$ cat config.mk
export PLATFORM = sky130hd
export DESIGN_NAME = c_token_scanner
export DESIGN_NICKNAME = d
export VERILOG_FILES = /design/src/ctok_pkg.sv /design/src/ctok_core.sv /design/src/ctok_queue.sv /design/src/c_token_scanner.sv
export SDC_FILE = /design/constraint.sdc
export NUM_CORES = 1
export LEC_CHECK = 0
export BUFFER_PORTS_ARGS = -buffer_cell sky130_fd_sc_hd__buf_2
export CAP_MARGIN = 15
export CORE_AREA = 2 2 291 178
export DETAILED_ROUTE_END_ITERATION = 10
export DIE_AREA = 0 0 293 180
export GPL_TIMING_DRIVEN = 0
export SKIP_LAST_GASP = 1
export SYNTH_ARGS = -nofsm -noshare
export SYNTH_HDL_FRONTEND = slang
export SYNTH_SLANG_ARGS = --single-unit
$ cat constraint.sdc
create_clock -name clk -period 12.8 [get_ports clk]
set_clock_uncertainty 0.05 [all_clocks]
set_input_delay 2.56 -clock clk [delete_from_list [all_inputs] [get_ports clk]]
set_output_delay 2.56 -clock clk [all_outputs]
set_load 0.05 [all_outputs]
$ cat src/ctok_pkg.sv
// Shared definitions for the C token scanner: token kind codes, scanner modes,
// operator rule table, character classes and the keyword spellings.
// No dependencies; every other file of the block imports this package.
`default_nettype none

package ctok_pkg;

	localparam int KIND_BITS       = 6;
	localparam int LINE_BITS       = 24;
	localparam int OFFSET_BITS_DEF = 24;
	localparam int LENGTH_BITS_DEF = 16;
	localparam int QUEUE_DEPTH     = 4;

	localparam logic [2:0] KW_NONE    = 3'd7;
	localparam logic [2:0] KW_FIRST   = 3'd1;
	localparam logic [2:0] KW_INT_LEN = 3'd3;
	localparam logic [2:0] KW_RET_LEN = 3'd6;

	localparam logic [7:0] CH_TAB        = 8'h09;
	localparam logic [7:0] CH_LF         = 8'h0A;
	localparam logic [7:0] CH_UNDERSCORE = 8'h5F;

	typedef enum logic [KIND_BITS-1:0] {
		TK_SEMI = 6'd0, TK_LPAREN, TK_RPAREN, TK_LBRACE, TK_RBRACE,
		TK_DEC, TK_SUB_ASSIGN, TK_MINUS, TK_INC, TK_ADD_ASSIGN, TK_PLUS,
		TK_MUL_ASSIGN, TK_STAR, TK_DIV_ASSIGN, TK_SLASH, TK_MOD_ASSIGN, TK_PERCENT,
		TK_XOR_ASSIGN, TK_CARET, TK_OR_ASSIGN, TK_LOR, TK_BOR,
		TK_AND_ASSIGN, TK_LAND, TK_BAND, TK_TILDE_ASSIGN, TK_TILDE,
		TK_NE, TK_NOT, TK_EQ, TK_ASSIGN, TK_GE, TK_SHR_ASSIGN, TK_SHR, TK_GT,
		TK_LE, TK_SHL_ASSIGN, TK_SHL, TK_LT, TK_INT, TK_RETURN, TK_IDENT,
		TK_NUMBER, TK_EOF, TK_BAD_CHAR, TK_DIRECTIVE
	} tok_kind_t;

	typedef enum logic [4:0] {
		M_IDLE = 5'd0, M_MINUS, M_PLUS, M_STAR, M_SLASH, M_PERCENT, M_CARET,
		M_BAR, M_AMP, M_TILDE, M_BANG, M_EQUAL, M_GT, M_SHR, M_LT, M_SHL,
		M_ID_INT, M_ID_RET, M_ID, M_NUM, M_DIR
	} mode_t;

	// How a pending operator reacts to the next byte
	typedef struct packed {
		logic [7:0] c1;
		tok_kind_t  k1;
		logic       has_c2;
		logic [7:0] c2;
		logic       go_next;
		tok_kind_t  k2;
		tok_kind_t  single;
	} op_rule_t;

	function automatic op_rule_t op_rule(input mode_t m);
		op_rule_t r;
		r = '{c1: "=", k1: TK_ASSIGN, has_c2: 1'b0, c2: "=", go_next: 1'b0,
			k2: TK_ASSIGN, single: TK_ASSIGN};
		case (m)
			M_MINUS: begin
				r.c1 = "-"; r.k1 = TK_DEC; r.has_c2 = 1'b1; r.c2 = "=";
				r.k2 = TK_SUB_ASSIGN; r.single = TK_MINUS;
			end
			M_PLUS: begin
				r.c1 = "+"; r.k1 = TK_INC; r.has_c2 = 1'b1; r.c2 = "=";
				r.k2 = TK_ADD_ASSIGN; r.single = TK_PLUS;
			end
			M_STAR: begin
				r.k1 = TK_MUL_ASSIGN; r.single = TK_STAR;
			end
			M_SLASH: begin
				r.k1 = TK_DIV_ASSIGN; r.single = TK_SLASH;
			end
			M_PERCENT: begin
				r.k1 = TK_MOD_ASSIGN; r.single = TK_PERCENT;
			end
			M_CARET: begin
				r.k1 = TK_XOR_ASSIGN; r.single = TK_CARET;
			end
			M_BAR: begin
				r.k1 = TK_OR_ASSIGN; r.has_c2 = 1'b1; r.c2 = "|";
				r.k2 = TK_LOR; r.single = TK_BOR;
			end
			M_AMP: begin
				r.k1 = TK_AND_ASSIGN; r.has_c2 = 1'b1; r.c2 = "&";
				r.k2 = TK_LAND; r.single = TK_BAND;
			end
			M_TILDE: begin
				r.k1 = TK_TILDE_ASSIGN; r.single = TK_TILDE;
			end
			M_BANG: begin
				r.k1 = TK_NE; r.single = TK_NOT;
			end
			M_EQUAL: begin
				r.k1 = TK_EQ; r.single = TK_ASSIGN;
			end
			M_GT: begin
				r.k1 = TK_GE; r.has_c2 = 1'b1; r.c2 = ">"; r.go_next = 1'b1;
				r.single = TK_GT;
			end
			M_SHR: begin
				r.k1 = TK_SHR_ASSIGN; r.single = TK_SHR;
			end
			M_LT: begin
				r.k1 = TK_LE; r.has_c2 = 1'b1; r.c2 = "<"; r.go_next = 1'b1;
				r.single = TK_LT;
			end
			M_SHL: begin
				r.k1 = TK_SHL_ASSIGN; r.single = TK_SHL;
			end
			default: begin
			end
		endcase
		return r;
	endfunction

	function automatic logic is_alpha(input logic [7:0] c);
		return c inside {["a":"z"], ["A":"Z"]};
	endfunction

	function automatic logic is_digit(input logic [7:0] c);
		return c inside {["0":"9"]};
	endfunction

	function automatic logic is_ident(input logic [7:0] c);
		return is_alpha(c) || is_digit(c) || (c == CH_UNDERSCORE);
	endfunction

	function automatic logic [7:0] kw_int_char(input logic [2:0] i);
		logic [7:0] c;
		case (i)
			3'd0:    c = "i";
			3'd1:    c = "n";
			3'd2:    c = "t";
			default: c = 8'h00;
		endcase
		return c;
	endfunction

	function automatic logic [7:0] kw_ret_char(input logic [2:0] i);
		logic [7:0] c;
		case (i)
			3'd0:    c = "r";
			3'd1:    c = "e";
			3'd2:    c = "t";
			3'd3:    c = "u";
			3'd4:    c = "r";
			3'd5:    c = "n";
			default: c = 8'h00;
		endcase
		return c;
	endfunction

	// Result fields packed from bit 0 up, rounded to whole bytes
	function automatic int tdata_bits(input int ob, input int lb);
		return ((KIND_BITS + ob + lb + LINE_BITS + 7) / 8) * 8;
	endfunction

endpackage

`default_nettype wire

$ cat src/ctok_core.sv
// Scanner state and the per-byte decision logic: emits up to two packed
// result words for each accepted input word. Depends on ctok_pkg.
`default_nettype none

module ctok_core import ctok_pkg::*; #(
	parameter int OFFSET_BITS = OFFSET_BITS_DEF,
	parameter int LENGTH_BITS = LENGTH_BITS_DEF,
	parameter int TDATA_BITS  = tdata_bits(OFFSET_BITS_DEF, LENGTH_BITS_DEF)
) (
	input  wire logic                  clk,
	input  wire logic                  arst_n,
	input  wire logic                  fire,
	input  wire logic                  is_eof,
	input  wire logic [7:0]            ch,
	output logic      [1:0]            push_n,
	output logic      [TDATA_BITS:0]   res0,
	output logic      [TDATA_BITS:0]   res1
);

	localparam int DATA_BITS = KIND_BITS + OFFSET_BITS + LENGTH_BITS + LINE_BITS;

	mode_t                  mode_q, mode_d;
	logic [2:0]             kw_q, kw_d;
	logic [OFFSET_BITS-1:0] off_q, off_d, start_q, start_d;
	logic [LENGTH_BITS-1:0] len_q, len_d;
	logic [LINE_BITS-1:0]   line_q, line_d;

	op_rule_t               rule;
	logic                   is_op, hit_c1, hit_c2, extend, pending, op_done;
	logic [LENGTH_BITS-1:0] len_inc;
	logic [OFFSET_BITS-1:0] off_inc;
	logic [LINE_BITS-1:0]   line_inc;
	tok_kind_t              pend_kind;
	logic [2:0]             kw_adv;

	logic                   fr_emit, fr_nl;
	tok_kind_t              fr_kind;
	mode_t                  fr_mode;

	logic                   a_valid, b_valid;
	tok_kind_t              a_kind, b_kind;
	logic [OFFSET_BITS-1:0] a_start, b_start;
	logic [LENGTH_BITS-1:0] a_len, b_len;
	logic [DATA_BITS-1:0]   a_data, b_data;

	assign len_inc  = (len_q == '1) ? len_q : len_q + LENGTH_BITS'(1);
	assign off_inc  = (off_q == '1) ? off_q : off_q + OFFSET_BITS'(1);
	assign line_inc = (line_q == '1) ? line_q : line_q + LINE_BITS'(1);

	assign rule    = op_rule(mode_q);
	assign is_op   = mode_q inside {[M_MINUS:M_SHL]};
	assign pending = (mode_q != M_IDLE);
	assign hit_c1  = is_op && (ch == rule.c1);
	assign hit_c2  = is_op && !hit_c1 && rule.has_c2 && (ch == rule.c2);
	assign op_done = !is_eof && (hit_c1 || (hit_c2 && !rule.go_next));

	// Does this byte continue the pending token?
	always_comb begin
		case (mode_q)
			M_ID_INT, M_ID_RET, M_ID, M_DIR: extend = is_ident(ch);
			M_NUM:                           extend = is_digit(ch);
			default:                         extend = hit_c1 || hit_c2;
		endcase
		extend = extend && !is_eof;
	end

	always_comb begin
		case (mode_q)
			M_ID_INT: pend_kind = (kw_q == KW_INT_LEN) ? TK_INT : TK_IDENT;
			M_ID_RET: pend_kind = (kw_q == KW_RET_LEN) ? TK_RETURN : TK_IDENT;
			M_ID:     pend_kind = TK_IDENT;
			M_NUM:    pend_kind = TK_NUMBER;
			M_DIR:    pend_kind = TK_DIRECTIVE;
			default:  pend_kind = rule.single;
		endcase
	end

	always_comb begin
		case (mode_q)
			M_ID_INT: kw_adv = (kw_q < KW_INT_LEN && ch == kw_int_char(kw_q)) ?
				kw_q + 3'd1 : KW_NONE;
			M_ID_RET: kw_adv = (kw_q < KW_RET_LEN && ch == kw_ret_char(kw_q)) ?
				kw_q + 3'd1 : KW_NONE;
			default:  kw_adv = KW_NONE;
		endcase
	end

	// Classify a byte that starts something new
	always_comb begin
		fr_emit = 1'b0;
		fr_kind = TK_BAD_CHAR;
		fr_mode = M_IDLE;
		fr_nl   = 1'b0;
		case (ch)
			" ", CH_TAB: begin
			end
			CH_LF: fr_nl = 1'b1;
			";": begin fr_emit = 1'b1; fr_kind = TK_SEMI;   end
			"(": begin fr_emit = 1'b1; fr_kind = TK_LPAREN; end
			")": begin fr_emit = 1'b1; fr_kind = TK_RPAREN; end
			"{": begin fr_emit = 1'b1; fr_kind = TK_LBRACE; end
			"}": begin fr_emit = 1'b1; fr_kind = TK_RBRACE; end
			"-": fr_mode = M_MINUS;
			"+": fr_mode = M_PLUS;
			"*": fr_mode = M_STAR;
			"/": fr_mode = M_SLASH;
			"%": fr_mode = M_PERCENT;
			"^": fr_mode = M_CARET;
			"|": fr_mode = M_BAR;
			"&": fr_mode = M_AMP;
			"~": fr_mode = M_TILDE;
			"!": fr_mode = M_BANG;
			"=": fr_mode = M_EQUAL;
			">": fr_mode = M_GT;
			"<": fr_mode = M_LT;
			"#": fr_mode = M_DIR;
			default: begin
				if (is_alpha(ch) || ch == CH_UNDERSCORE) begin
					fr_mode = (ch == "i") ? M_ID_INT : ((ch == "r") ? M_ID_RET : M_ID);
				end else if (is_digit(ch)) begin
					fr_mode = M_NUM;
				end else begin
					fr_emit = 1'b1;
				end
			end
		endcase
	end

	// Next state
	always_comb begin
		mode_d  = mode_q;
		kw_d    = kw_q;
		off_d   = off_q;
		start_d = start_q;
		len_d   = len_q;
		line_d  = line_q;
		if (fire) begin
			if (is_eof) begin
				mode_d  = M_IDLE;
				kw_d    = KW_NONE;
				off_d   = '0;
				start_d = '0;
				len_d   = '0;
				line_d  = '0;
			end else begin
				off_d = off_inc;
				if (extend) begin
					len_d = len_inc;
					if (is_op) begin
						mode_d = op_done ? M_IDLE : mode_t'(mode_q + 5'd1);
					end else begin
						kw_d = kw_adv;
					end
				end else begin
					mode_d = fr_mode;
					kw_d   = KW_NONE;
					if (fr_mode != M_IDLE) begin
						start_d = off_q;
						len_d   = LENGTH_BITS'(1);
						if (fr_mode == M_ID_INT || fr_mode == M_ID_RET) begin
							kw_d = KW_FIRST;
						end
					end
					if (fr_nl) begin
						line_d = line_inc;
					end
				end
			end
		end
	end

	// Results: the finished or flushed token first, then the one this byte makes
	always_comb begin
		if (is_eof) begin
			a_valid = pending;
			a_kind  = pend_kind;
			a_start = start_q;
			a_len   = len_q;
			b_valid = 1'b1;
			b_kind  = TK_EOF;
			b_len   = '0;
		end else begin
			a_valid = op_done || (pending && !extend);
			a_kind  = op_done ? (hit_c1 ? rule.k1 : rule.k2) : pend_kind;
			a_start = start_q;
			a_len   = op_done ? len_inc : len_q;
			b_valid = !extend && fr_emit;
			b_kind  = fr_kind;
			b_len   = LENGTH_BITS'(1);
		end
		b_start = off_q;
		a_data  = {line_q, a_len, a_start, a_kind};
		b_data  = {line_q, b_len, b_start, b_kind};
		push_n  = fire ? ({1'b0, a_valid} + {1'b0, b_valid}) : 2'd0;
		res1    = {1'b1, TDATA_BITS'(b_data)};
		res0    = a_valid ? {!b_valid, TDATA_BITS'(a_data)} : res1;
	end

	always_ff @(posedge clk or negedge arst_n) begin
		if (!arst_n) begin
			mode_q  <= M_IDLE;
			kw_q    <= KW_NONE;
			off_q   <= '0;
			start_q <= '0;
			len_q   <= '0;
			line_q  <= '0;
		end else begin
			mode_q  <= mode_d;
			kw_q    <= kw_d;
			off_q   <= off_d;
			start_q <= start_d;
			len_q   <= len_d;
			line_q  <= line_d;
		end
	end

`ifndef SYNTHESIS
	a_eof_clears: assert property (@(posedge clk) disable iff (!arst_n)
		fire && is_eof |=> mode_q == M_IDLE && off_q == '0 && line_q == '0)
		else $error("state not cleared after end of input");

	a_eof_emits: assert property (@(posedge clk) disable iff (!arst_n)
		fire && is_eof |-> push_n != 2'd0)
		else $error("end of input produced no result");

	a_byte_advances: assert property (@(posedge clk) disable iff (!arst_n)
		fire && !is_eof |=> off_q != '0)
		else $error("byte offset did not advance");

	a_push_bound: assert property (@(posedge clk) disable iff (!arst_n)
		push_n != 2'd3)
		else $error("more than two results for one word");
`endif

endmodule

`default_nettype wire

$ cat src/ctok_queue.sv
// Small result queue that takes zero, one or two words per cycle and
// drains one word per cycle, while out_ready is high, to the output stream. Depends on ctok_pkg.
`default_nettype none

module ctok_queue import ctok_pkg::*; #(
	parameter int ENTRY_BITS = tdata_bits(OFFSET_BITS_DEF, LENGTH_BITS_DEF) + 1
) (
	input  wire logic                  clk,
	input  wire logic                  arst_n,
	input  wire logic [1:0]            push_n,
	input  wire logic [ENTRY_BITS-1:0] din0,
	input  wire logic [ENTRY_BITS-1:0] din1,
	output logic                       room,
	output logic                       out_valid,
	input  wire logic                  out_ready,
	output logic      [ENTRY_BITS-1:0] dout
);

	localparam int PTR_BITS = $clog2(QUEUE_DEPTH);
	localparam int CNT_BITS = PTR_BITS + 1;

	logic [ENTRY_BITS-1:0] mem_q [QUEUE_DEPTH];
	logic [PTR_BITS-1:0]   wr_ptr_q, rd_ptr_q;
	logic [CNT_BITS-1:0]   count_q;
	logic                  pop;

	assign out_valid = (count_q != '0);
	assign pop       = out_valid && out_ready;
	assign dout      = mem_q[rd_ptr_q];
	// Leave space for the two words one input word may cause
	assign room      = (count_q <= CNT_BITS'(QUEUE_DEPTH - 2));

	always_ff @(posedge clk) begin
		if (push_n != 2'd0) begin
			mem_q[wr_ptr_q] <= din0;
		end
		if (push_n == 2'd2) begin
			mem_q[wr_ptr_q + PTR_BITS'(1)] <= din1;
		end
	end

	always_ff @(posedge clk or negedge arst_n) begin
		if (!arst_n) begin
			wr_ptr_q <= '0;
			rd_ptr_q <= '0;
			count_q  <= '0;
		end else begin
			wr_ptr_q <= wr_ptr_q + PTR_BITS'(push_n);
			rd_ptr_q <= rd_ptr_q + PTR_BITS'(pop);
			count_q  <= count_q + CNT_BITS'(push_n) - CNT_BITS'(pop);
		end
	end

`ifndef SYNTHESIS
	a_no_overflow: assert property (@(posedge clk) disable iff (!arst_n)
		count_q <= CNT_BITS'(QUEUE_DEPTH))
		else $error("result queue overflow");

	a_push_with_room: assert property (@(posedge clk) disable iff (!arst_n)
		push_n != 2'd0 |-> count_q <= CNT_BITS'(QUEUE_DEPTH - 2))
		else $error("push while queue lacks room for two words");

	a_drain_moves: assert property (@(posedge clk) disable iff (!arst_n)
		pop && push_n == 2'd0 |=> count_q == $past(count_q) - CNT_BITS'(1))
		else $error("queue count wrong after drain");
`endif

endmodule

`default_nettype wire

$ cat src/c_token_scanner.sv
// C token scanner (maximal munch): source bytes in, tokens out.
// Input stream: s_tdata[7:0] = source byte, s_tuser[0] = 1 marks end of input
// (byte ignored). Output stream: one token per word, m_tlast on the last token
// caused by one input word.
// Each end-of-input word flushes the pending token, emits an end-of-file token
// at the offset after the last byte and returns the scanner to its reset state.
// Tokens are registered in the result queue before they reach the output.
// One input word is taken per cycle; a word may yield zero, one or two tokens,
// and the output drains one token per cycle while m_tready is high, so
// sustained input rate is one word per cycle except while the four-entry
// result queue holds three or more words.
// s_tready depends only on the queue fill, so a stalled receiver holds the
// queue and stops input once the queue holds three or more words; nothing is dropped.
// Reset (arst_n low) empties the queue and clears offset, line count and the
// pending token.
// Depends on ctok_pkg, ctok_core and ctok_queue.
`default_nettype none

module c_token_scanner import ctok_pkg::*; #(
	parameter int OFFSET_BITS = OFFSET_BITS_DEF,
	parameter int LENGTH_BITS = LENGTH_BITS_DEF
) (
	input  wire logic                                       clk,
	input  wire logic                                       arst_n,
	input  wire logic                                       s_tvalid,
	output logic                                            s_tready,
	input  wire logic [7:0]                                 s_tdata,  // ch
	input  wire logic [0:0]                                 s_tuser,  // kind
	output logic                                            m_tvalid,
	input  wire logic                                       m_tready,
	// token_kind, start_offset, token_len, line_no, zero fill
	output logic      [tdata_bits(OFFSET_BITS, LENGTH_BITS)-1:0] m_tdata,
	output logic                                            m_tlast
);

	localparam int TDATA_BITS = tdata_bits(OFFSET_BITS, LENGTH_BITS);

	logic                  fire;
	logic [1:0]            push_n;
	logic [TDATA_BITS:0]   res0, res1, head;

	assign fire = s_tvalid && s_tready;

	ctok_core #(
		.OFFSET_BITS (OFFSET_BITS),
		.LENGTH_BITS (LENGTH_BITS),
		.TDATA_BITS  (TDATA_BITS)
	) u_core (
		.clk    (clk),
		.arst_n (arst_n),
		.fire   (fire),
		.is_eof (s_tuser[0]),
		.ch     (s_tdata),
		.push_n (push_n),
		.res0   (res0),
		.res1   (res1)
	);

	ctok_queue #(
		.ENTRY_BITS (TDATA_BITS + 1)
	) u_queue (
		.clk       (clk),
		.arst_n    (arst_n),
		.push_n    (push_n),
		.din0      (res0),
		.din1      (res1),
		.room      (s_tready),
		.out_valid (m_tvalid),
		.out_ready (m_tready),
		.dout      (head)
	);

	assign m_tdata = head[TDATA_BITS-1:0];
	assign m_tlast = head[TDATA_BITS];

endmodule

`default_nettype wire
==> reports/metrics.csv, run 1 <==
metric,value,unit
"most common cell after layout, fill and taps aside",sky130_fd_sc_hd__edfxtp_1,
number of global-route vias before repair,14700,
Die Area,52700,sq um
met2 usage,31.8,%
clock root buffer,sky130_fd_sc_hd__clkbuf_16,
Switching Share,43.2,%
yosys warns,0,
cts hold-fix bufs,0,
Net Switching,2.04,mW
average wire length per cell after detail routing,23.5,um
port bufs,82,
relative contribution of combinational cells to total power,43.8,%
number of enable-type register cells in the synthesized netlist,216,
Max Clock Freq,119,MHz
post-CTS setup-driven buffer insertion count,0,
fillers,4683,
relative area change from synthesis to final layout,12.8,%
CP max stage cell,sky130_fd_sc_hd__inv_4,
fin. max-slew vios,0,
gr busiest metal,met1,
maximum number of pins on one net before global-route repair,56,
Layout Cell Area excl Fill,22400,sq um
peak supply drop,0.0949,mV
clock sink total,387,
maximum cell stage delay along the critical path,0.72,ns
global placer's final weighted congestion,0.895,
kind of cell adding the most delay to the critical path,buffers and inverters,
LEAKAGE,8.12,nW
TritonCTS buffer count,37,
met1 capacity usage during global routing,35.1,%
number of hold violations in the final report,0,
drc violations,0,
RSZ-0062 raised after global routing,no,
sequential element share of the synthesized area,52.5,%
Detailed Route Iter0 Violations,1759,
ratio of cells with drive above 1 in the final layout,15.8,%
number of rows created at floorplan,64,
CTS tree,yes,
cell-by-cell listing of the critical path,clkbuf_1 -> buf_2 -> buf_1 -> xnor2_1 -> nor4_1 -> a2bb2oi_1 -> o311a_1 -> buf_6 -> buf_6 -> inv_1 -> ha_1 -> clkbuf_1 -> o21ai_0 -> nor3_1 -> buf_4 -> nor2_1 -> clkbuf_1 -> inv_4,
measured slew at the worst slew-check pin,1.03,ns
drt total wl,60700,um
Critical Path Source Type,input pin,
number of register bits inferred by synthesis,387,
maximum root-to-sink buffer count,3,
required time at the endpoint of the critical path,12.90,ns
wire length of the first global-routing pass,92200,um
element type at the critical path end,register,
worst relative slew slack,30.8,%
Post-CTS Resized,0,
GRT Resource Usage Total,22.9,%
antenna violations before repair,0,
type of the worst min-delay path,reg -> reg,
"FFs w/ async S/R, synth",26.6,%
part of the power in registers,33.2,%
width of the die,293,um
internal power component,2.69,mW
HPWL after DPL,42100,um
Setup CP Type,in -> reg,
unique cell type count in the Yosys netlist,92,
result of the run,finished clean,
Nets,1923,
post-detailed-route count of antenna-violating nets,0,
mean post-synth cell area,11.3,sq um
Clk network pwr share,23.0,%
post-route setup TNS,0,ns
"Remaining Overflow, GRT",0,
height of the chip,180,um
combined area of all synthesized cells,19900,sq um
area post-placement,21200,sq um
"Clk pin slew, worst setup/hold paths",0.07,ns
Global Route met3 Usage,5.86,%
mean number of vias per cell,5.95,
buffer and inverter count on the worst path,10,
dominant cells by area after synthesis,"sky130_fd_sc_hd__edfxtp_1, sky130_fd_sc_hd__dfrtp_1, sky130_fd_sc_hd__mux4_2",
Final Cycle Share,65.6,%
Initial DRT Pass Iterations,5,
library cell with the largest summed area after synthesis,sky130_fd_sc_hd__edfxtp_1,
number of violations of the max-capacitance limit,0,
Worst path most repeated cell,sky130_fd_sc_hd__clkbuf_1,
sequential cell area,10400,sq um
effective utilization at floorplan,39.6,%
Skew-Pair Late Insertion Delay,0.55,ns
total core area,50200,sq um
Post-Synthesis Cells,1763,
"Max FO, Critical Path",55,
endpoint arrival time on the critical path,8.49,ns
area used by multi-input combinational logic,8690,sq um
setup violators final,0,
crit path time final,8.40,ns
Yosys top cell area share,32.6,%
DR vias,15400,
Synth Flop Type,sky130_fd_sc_hd__edfxtp_1,
Ports,88,
total number of H-tree levels,2,
most used cells in the layout excluding fill and tap cells,"sky130_fd_sc_hd__edfxtp_1, sky130_fd_sc_hd__nand2_1, sky130_fd_sc_hd__nor2_1",
power per unit of standard cell area,211,nW/um^2
==> path summary, 6_finish.rpt <==
path                                       from                   end  slack (ns)  depth (start not counted)
setup / recovery                     s_tdata[1]  u_queue.mem_q[0][29]        4.40                         18
hold / removal             u_queue.mem_q[0][42]  u_queue.mem_q[0][42]        0.40                          2
setup reg to reg               u_core.mode_q[2]  u_queue.mem_q[0][29]        5.42                         20
hold reg to reg            u_queue.mem_q[0][42]  u_queue.mem_q[0][42]        0.40                          2
max in group asynchronous                arst_n     u_core.line_q[13]       10.07                          2
min in group asynchronous                arst_n     u_core.a_start[5]        1.91                          1
==> registers in the layout, summed over array words and instances, names as in the netlist <==
| signal | cells |
|---|---|
| u_queue.count_q | 3 |
| u_queue.rd_ptr_q | 2 |
| u_core.len_q | 16 |
| u_core.mode_q | 5 |
| u_core.a_start | 24 |
| u_queue.wr_ptr_q | 2 |
| u_core.line_q | 24 |
| u_core.b_start | 24 |
| u_core.kw_q | 3 |
| u_queue.mem_q | 284 |
==> final cells by class <==
class	count	area share (%)
flip-flops and latches	387	46.5
clock buffers	57	4.93
well taps	660	3.68
diodes	1	0.0112
plain buffers	139	2.72
repair buffers	87	2.35
inverters	42	0.715
multi-input cells	1196	38.8
clock inverters	11	0.301
==> cell families after synthesis <==
logic type | share of synthesized area [%]
AND/OR/NAND/NOR | 15.7
adder cells (fa/ha/maj) | 1.30
buffers and inverters | 3.81
XOR/XNOR | 2.51
flip-flops | 52.5
multiplexers | 9.84
AO/OA/AOI/OAI | 14.4
other | 0.0189
==> per-layer routing <==
layer | vias up | part of all wire [%]
li1 | 6863 | -
met5 | - | 0
met3 | 101 | 9.8
met2 | 749 | 41
met1 | 7647 | 46
met4 | 0 | 2.5
==> Yosys cell counts (10+ instances only) <==
cell type                    n
sky130_fd_sc_hd__nor4_1     12
sky130_fd_sc_hd__o21ai_0   103
sky130_fd_sc_hd__mux2_2     28
sky130_fd_sc_hd__ha_1       19
sky130_fd_sc_hd__a22o_1    105
sky130_fd_sc_hd__nand2_1   144
sky130_fd_sc_hd__nand2b_1   12
sky130_fd_sc_hd__a21oi_1    54
sky130_fd_sc_hd__dfrtp_1   100
sky130_fd_sc_hd__edfxtp_1  216
sky130_fd_sc_hd__nand3_1    42
sky130_fd_sc_hd__buf_2      23
sky130_fd_sc_hd__nand4_1    25
sky130_fd_sc_hd__clkbuf_1   90
sky130_fd_sc_hd__mux4_2     71
sky130_fd_sc_hd__xor2_1     16
sky130_fd_sc_hd__and2_1     66
sky130_fd_sc_hd__or3_1      28
sky130_fd_sc_hd__nor3_1     29
sky130_fd_sc_hd__and3_1     15
sky130_fd_sc_hd__nor2b_1    57
sky130_fd_sc_hd__inv_1      41
sky130_fd_sc_hd__o21ai_1    13
sky130_fd_sc_hd__buf_1      15
sky130_fd_sc_hd__dfxtp_1    68
sky130_fd_sc_hd__xnor2_1    41
sky130_fd_sc_hd__nor2_1    131
sky130_fd_sc_hd__and4_1     10
sky130_fd_sc_hd__o22ai_1    26
sky130_fd_sc_hd__a31oi_1    26
==> power groups by stage <==
stage	clock network [mW]	registers [mW]	logic, mW
final	1.09	1.57	2.07
after floorplan	0	1.58	1.45
after global routing	1.16	1.58	2.20
after CTS	1.11	1.57	2.07
after global placement	0	1.60	2.03
after detailed placement	0	1.59	2.06
==> per-stage QoR <==
stage               cells  power (mW)  setup slack, ns  util [%]  hold slack (ns)
detailed placement   2511        3.66             4.05      42.3            0.386
global placement     2506        3.63             2.06      42.0            0.379
global route         2579        4.94             4.06      44.6            0.416
finish               2580        4.74             4.40      44.6            0.398
CTS                  2579        4.75             4.59      44.6            0.399
floorplan            1764        3.03             5.04         -            0.364
==> worst reg2reg max path, stage by stage, from the launching register on <==
cell and delay [ns]:
sky130_fd_sc_hd__dfrtp_1 0.42, sky130_fd_sc_hd__clkbuf_1 0.24, sky130_fd_sc_hd__buf_1 0.29, sky130_fd_sc_hd__clkbuf_1 0.33, sky130_fd_sc_hd__and3_1 0.26, sky130_fd_sc_hd__ha_1 0.27, sky130_fd_sc_hd__o221ai_1 0.52, sky130_fd_sc_hd__nor4_1 0.14
sky130_fd_sc_hd__a2bb2oi_1 0.58, sky130_fd_sc_hd__o311a_1 0.31, sky130_fd_sc_hd__buf_6 0.21, sky130_fd_sc_hd__buf_6 0.20, sky130_fd_sc_hd__inv_1 0.06, sky130_fd_sc_hd__ha_1 0.26, sky130_fd_sc_hd__clkbuf_1 0.35, sky130_fd_sc_hd__o21ai_0 0.25
sky130_fd_sc_hd__nor3_1 0.65, sky130_fd_sc_hd__buf_4 0.30, sky130_fd_sc_hd__nor2_1 0.12, sky130_fd_sc_hd__clkbuf_1 0.37, sky130_fd_sc_hd__inv_4 0.72
(Power assumes the default switching activity.)
==> inputs of run 2 (changes only) <==
Clock period 12.8 ns to 6.94 ns, I/O delays scaled along.
==> reports/metrics.csv, run 2 (synthesis gave the netlist of run 1 again) <==
metric,value,unit
number of global-route vias before repair,14700,
endpoint arrival time on the critical path,6.76,ns
met2 usage,31.8,%
drc violations,0,
Max Clock Freq,151,MHz
Critical Path Source Type,register,
relative area change from synthesis to final layout,13.0,%
post-detailed-route count of antenna-violating nets,0,
met1 capacity usage during global routing,35.1,%
register with the highest flop count,u_queue.mem_q,
Skew-Pair Late Insertion Delay,0.54,ns
Die Area,52700,sq um
LEAKAGE,8.13,nW
hold slack,0.400,ns
setup violators final,0,
RSZ-0062 raised after global routing,no,
Setup CP Type,reg -> reg,
total core area,50200,sq um
clock sink total,387,
Tot Pwr,8.76,mW
"most common cell after layout, fill and taps aside",sky130_fd_sc_hd__edfxtp_1,
antenna violations before repair,0,
wire length of the first global-routing pass,92200,um
Ports,88,
CTS tree,yes,
fin. max-slew vios,0,
number of violations of the max-capacitance limit,0,
number of rows created at floorplan,64,
R2R cell count,20,
crit path time final,6.61,ns
most used cells in the layout excluding fill and tap cells,"sky130_fd_sc_hd__edfxtp_1, sky130_fd_sc_hd__nand2_1, sky130_fd_sc_hd__nor2_1",
fraction of the core area covered by cells at the end of the flow,44.7,%
DR vias,15300,
HPWL after DPL,42100,um
global placer's final weighted congestion,0.895,
worst r2r dst,u_queue.mem_q[2][8],
ratio of cells with drive above 1 in the final layout,16.2,%
"Max FO, Critical Path",41,
reg-to-reg startpoint,u_core.mode_q[2],
height of the chip,180,um
"Remaining Overflow, GRT",0,
average wire length per cell after detail routing,23.6,um
width of the die,293,um
Nets,1923,
Setup WS pre-CTS,-0.641,ns
measured slew at the worst slew-check pin,1.05,ns
fillers,4679,
required time at the endpoint of the critical path,7.09,ns
Initial DRT Pass Iterations,5,
Global Route met3 Usage,5.86,%
total number of H-tree levels,2,
CP startpoint,u_core.mode_q[2],
number of hold violations in the final report,0,
effective utilization at floorplan,39.6,%
Final Cycle Share,95.3,%
post-CTS setup-driven buffer insertion count,0,
Final WS setup,0.325,ns
maximum root-to-sink buffer count,3,
power per unit of standard cell area,390,nW/um^2
TritonCTS buffer count,37,
port bufs,82,
area post-placement,21200,sq um
worst relative slew slack,29.3,%
"Clk pin slew, worst setup/hold paths",0.07,ns
"flip-flop count of the largest register, all copies and words added",284,
Detailed Route Iter0 Violations,1875,
drt total wl,60800,um
worst setup slack for register-to-register paths,0.33,ns
clock root buffer,sky130_fd_sc_hd__clkbuf_16,
type of the worst min-delay path,reg -> reg,
Layout Cell Area excl Fill,22500,sq um
area used by multi-input combinational logic,8720,sq um
antenna cells,0,
maximum number of pins on one net before global-route repair,56,
critical path endpoint,u_queue.mem_q[2][8],
sequential cell area,10400,sq um
mean number of vias per cell,5.94,
gr busiest metal,met1,
GRT Resource Usage Total,22.8,%
peak supply drop,0.175,mV
element type at the critical path end,register,
result of the run,finished clean,
run 2: cell types whose count changed in the layout (fill, tap and decap cells not counted), moves of 2 or more:
cell                     previous run  this run
sky130_fd_sc_hd__nor3_2             0         3
sky130_fd_sc_hd__nor3_1            29        26
sky130_fd_sc_hd__nor2_2             2         4
sky130_fd_sc_hd__nor2_1           131       129
run 2: repair_timing:
action | 4_1_cts | 5_1_grt
hold buffers | 0 | 0
gates resized for setup | 3 | 10
endpoints found under the setup margin | 55 | 205
run 2: layout make-up:
cell class | instances | share of cell area, %
clock inverters | 11 | 0.301
clock buffers | 57 | 4.93
flip-flops and latches | 387 | 46.5
multi-input cells | 1196 | 38.8
well taps | 660 | 3.68
plain buffers | 139 | 2.73
inverters | 42 | 0.736
repair buffers | 87 | 2.35
run 2: stage by stage:
step           std cells  setup TNS, ns
3_3_place_gp        2506        -619.22
6_report            2579              0
4_1_cts             2579              0
2_1_floorplan       1764              0
5_1_grt             2579              0
3_5_place_dp        2511         -47.73
run 2: per-layer routing:
metal,part of all wire [%],wire length (um)
met1,46,28000
met2,41,25200
met3,10,6150
met4,2.4,1450
met5,0,0
run 2: worst max-delay path, cell delays in order (launching register included):
cell and delay (ns):
sky130_fd_sc_hd__dfrtp_1 0.42, sky130_fd_sc_hd__clkbuf_1 0.24, sky130_fd_sc_hd__buf_1 0.29, sky130_fd_sc_hd__clkbuf_1 0.33
sky130_fd_sc_hd__and3_1 0.26, sky130_fd_sc_hd__ha_1 0.27, sky130_fd_sc_hd__o221ai_1 0.60, sky130_fd_sc_hd__nor4_2 0.13
sky130_fd_sc_hd__a2bb2oi_2 0.37, sky130_fd_sc_hd__o311a_1 0.27, sky130_fd_sc_hd__buf_6 0.20, sky130_fd_sc_hd__buf_6 0.20
sky130_fd_sc_hd__inv_1 0.06, sky130_fd_sc_hd__ha_1 0.26, sky130_fd_sc_hd__clkbuf_1 0.39, sky130_fd_sc_hd__o21ai_1 0.24
sky130_fd_sc_hd__nor2_1 0.62, sky130_fd_sc_hd__nor2_1 0.21, sky130_fd_sc_hd__inv_1 0.11, sky130_fd_sc_hd__clkbuf_4 0.38
sky130_fd_sc_hd__buf_16 0.30
run 2: where the power goes:
part / leakage [nW] / switching (mW) / total (mW) / internal (mW)
combinational: 3.59 / 2.76 / 3.84 / 1.09
clock: 0.568 / 0.911 / 2.02 / 1.11
sequential: 3.97 / 0.124 / 2.89 / 2.77
run 2: how the worst min path moves through the flow:
| stage | start | endpoint | slack, ns | cells past startpoint |
|---|---|---|---|---|
| after floorplan | u_queue.mem_q[2][40] | u_queue.mem_q[2][40] | 0.36 | 2 |
| after global placement | u_queue.mem_q[2][40] | u_queue.mem_q[2][40] | 0.38 | 2 |
| after detailed placement | u_queue.mem_q[0][40] | u_queue.mem_q[0][40] | 0.39 | 2 |
| after CTS | u_queue.mem_q[0][42] | u_queue.mem_q[0][42] | 0.40 | 2 |
| after global routing | u_queue.mem_q[0][42] | u_queue.mem_q[0][42] | 0.42 | 2 |
| final | u_queue.mem_q[0][42] | u_queue.mem_q[0][42] | 0.40 | 2 |
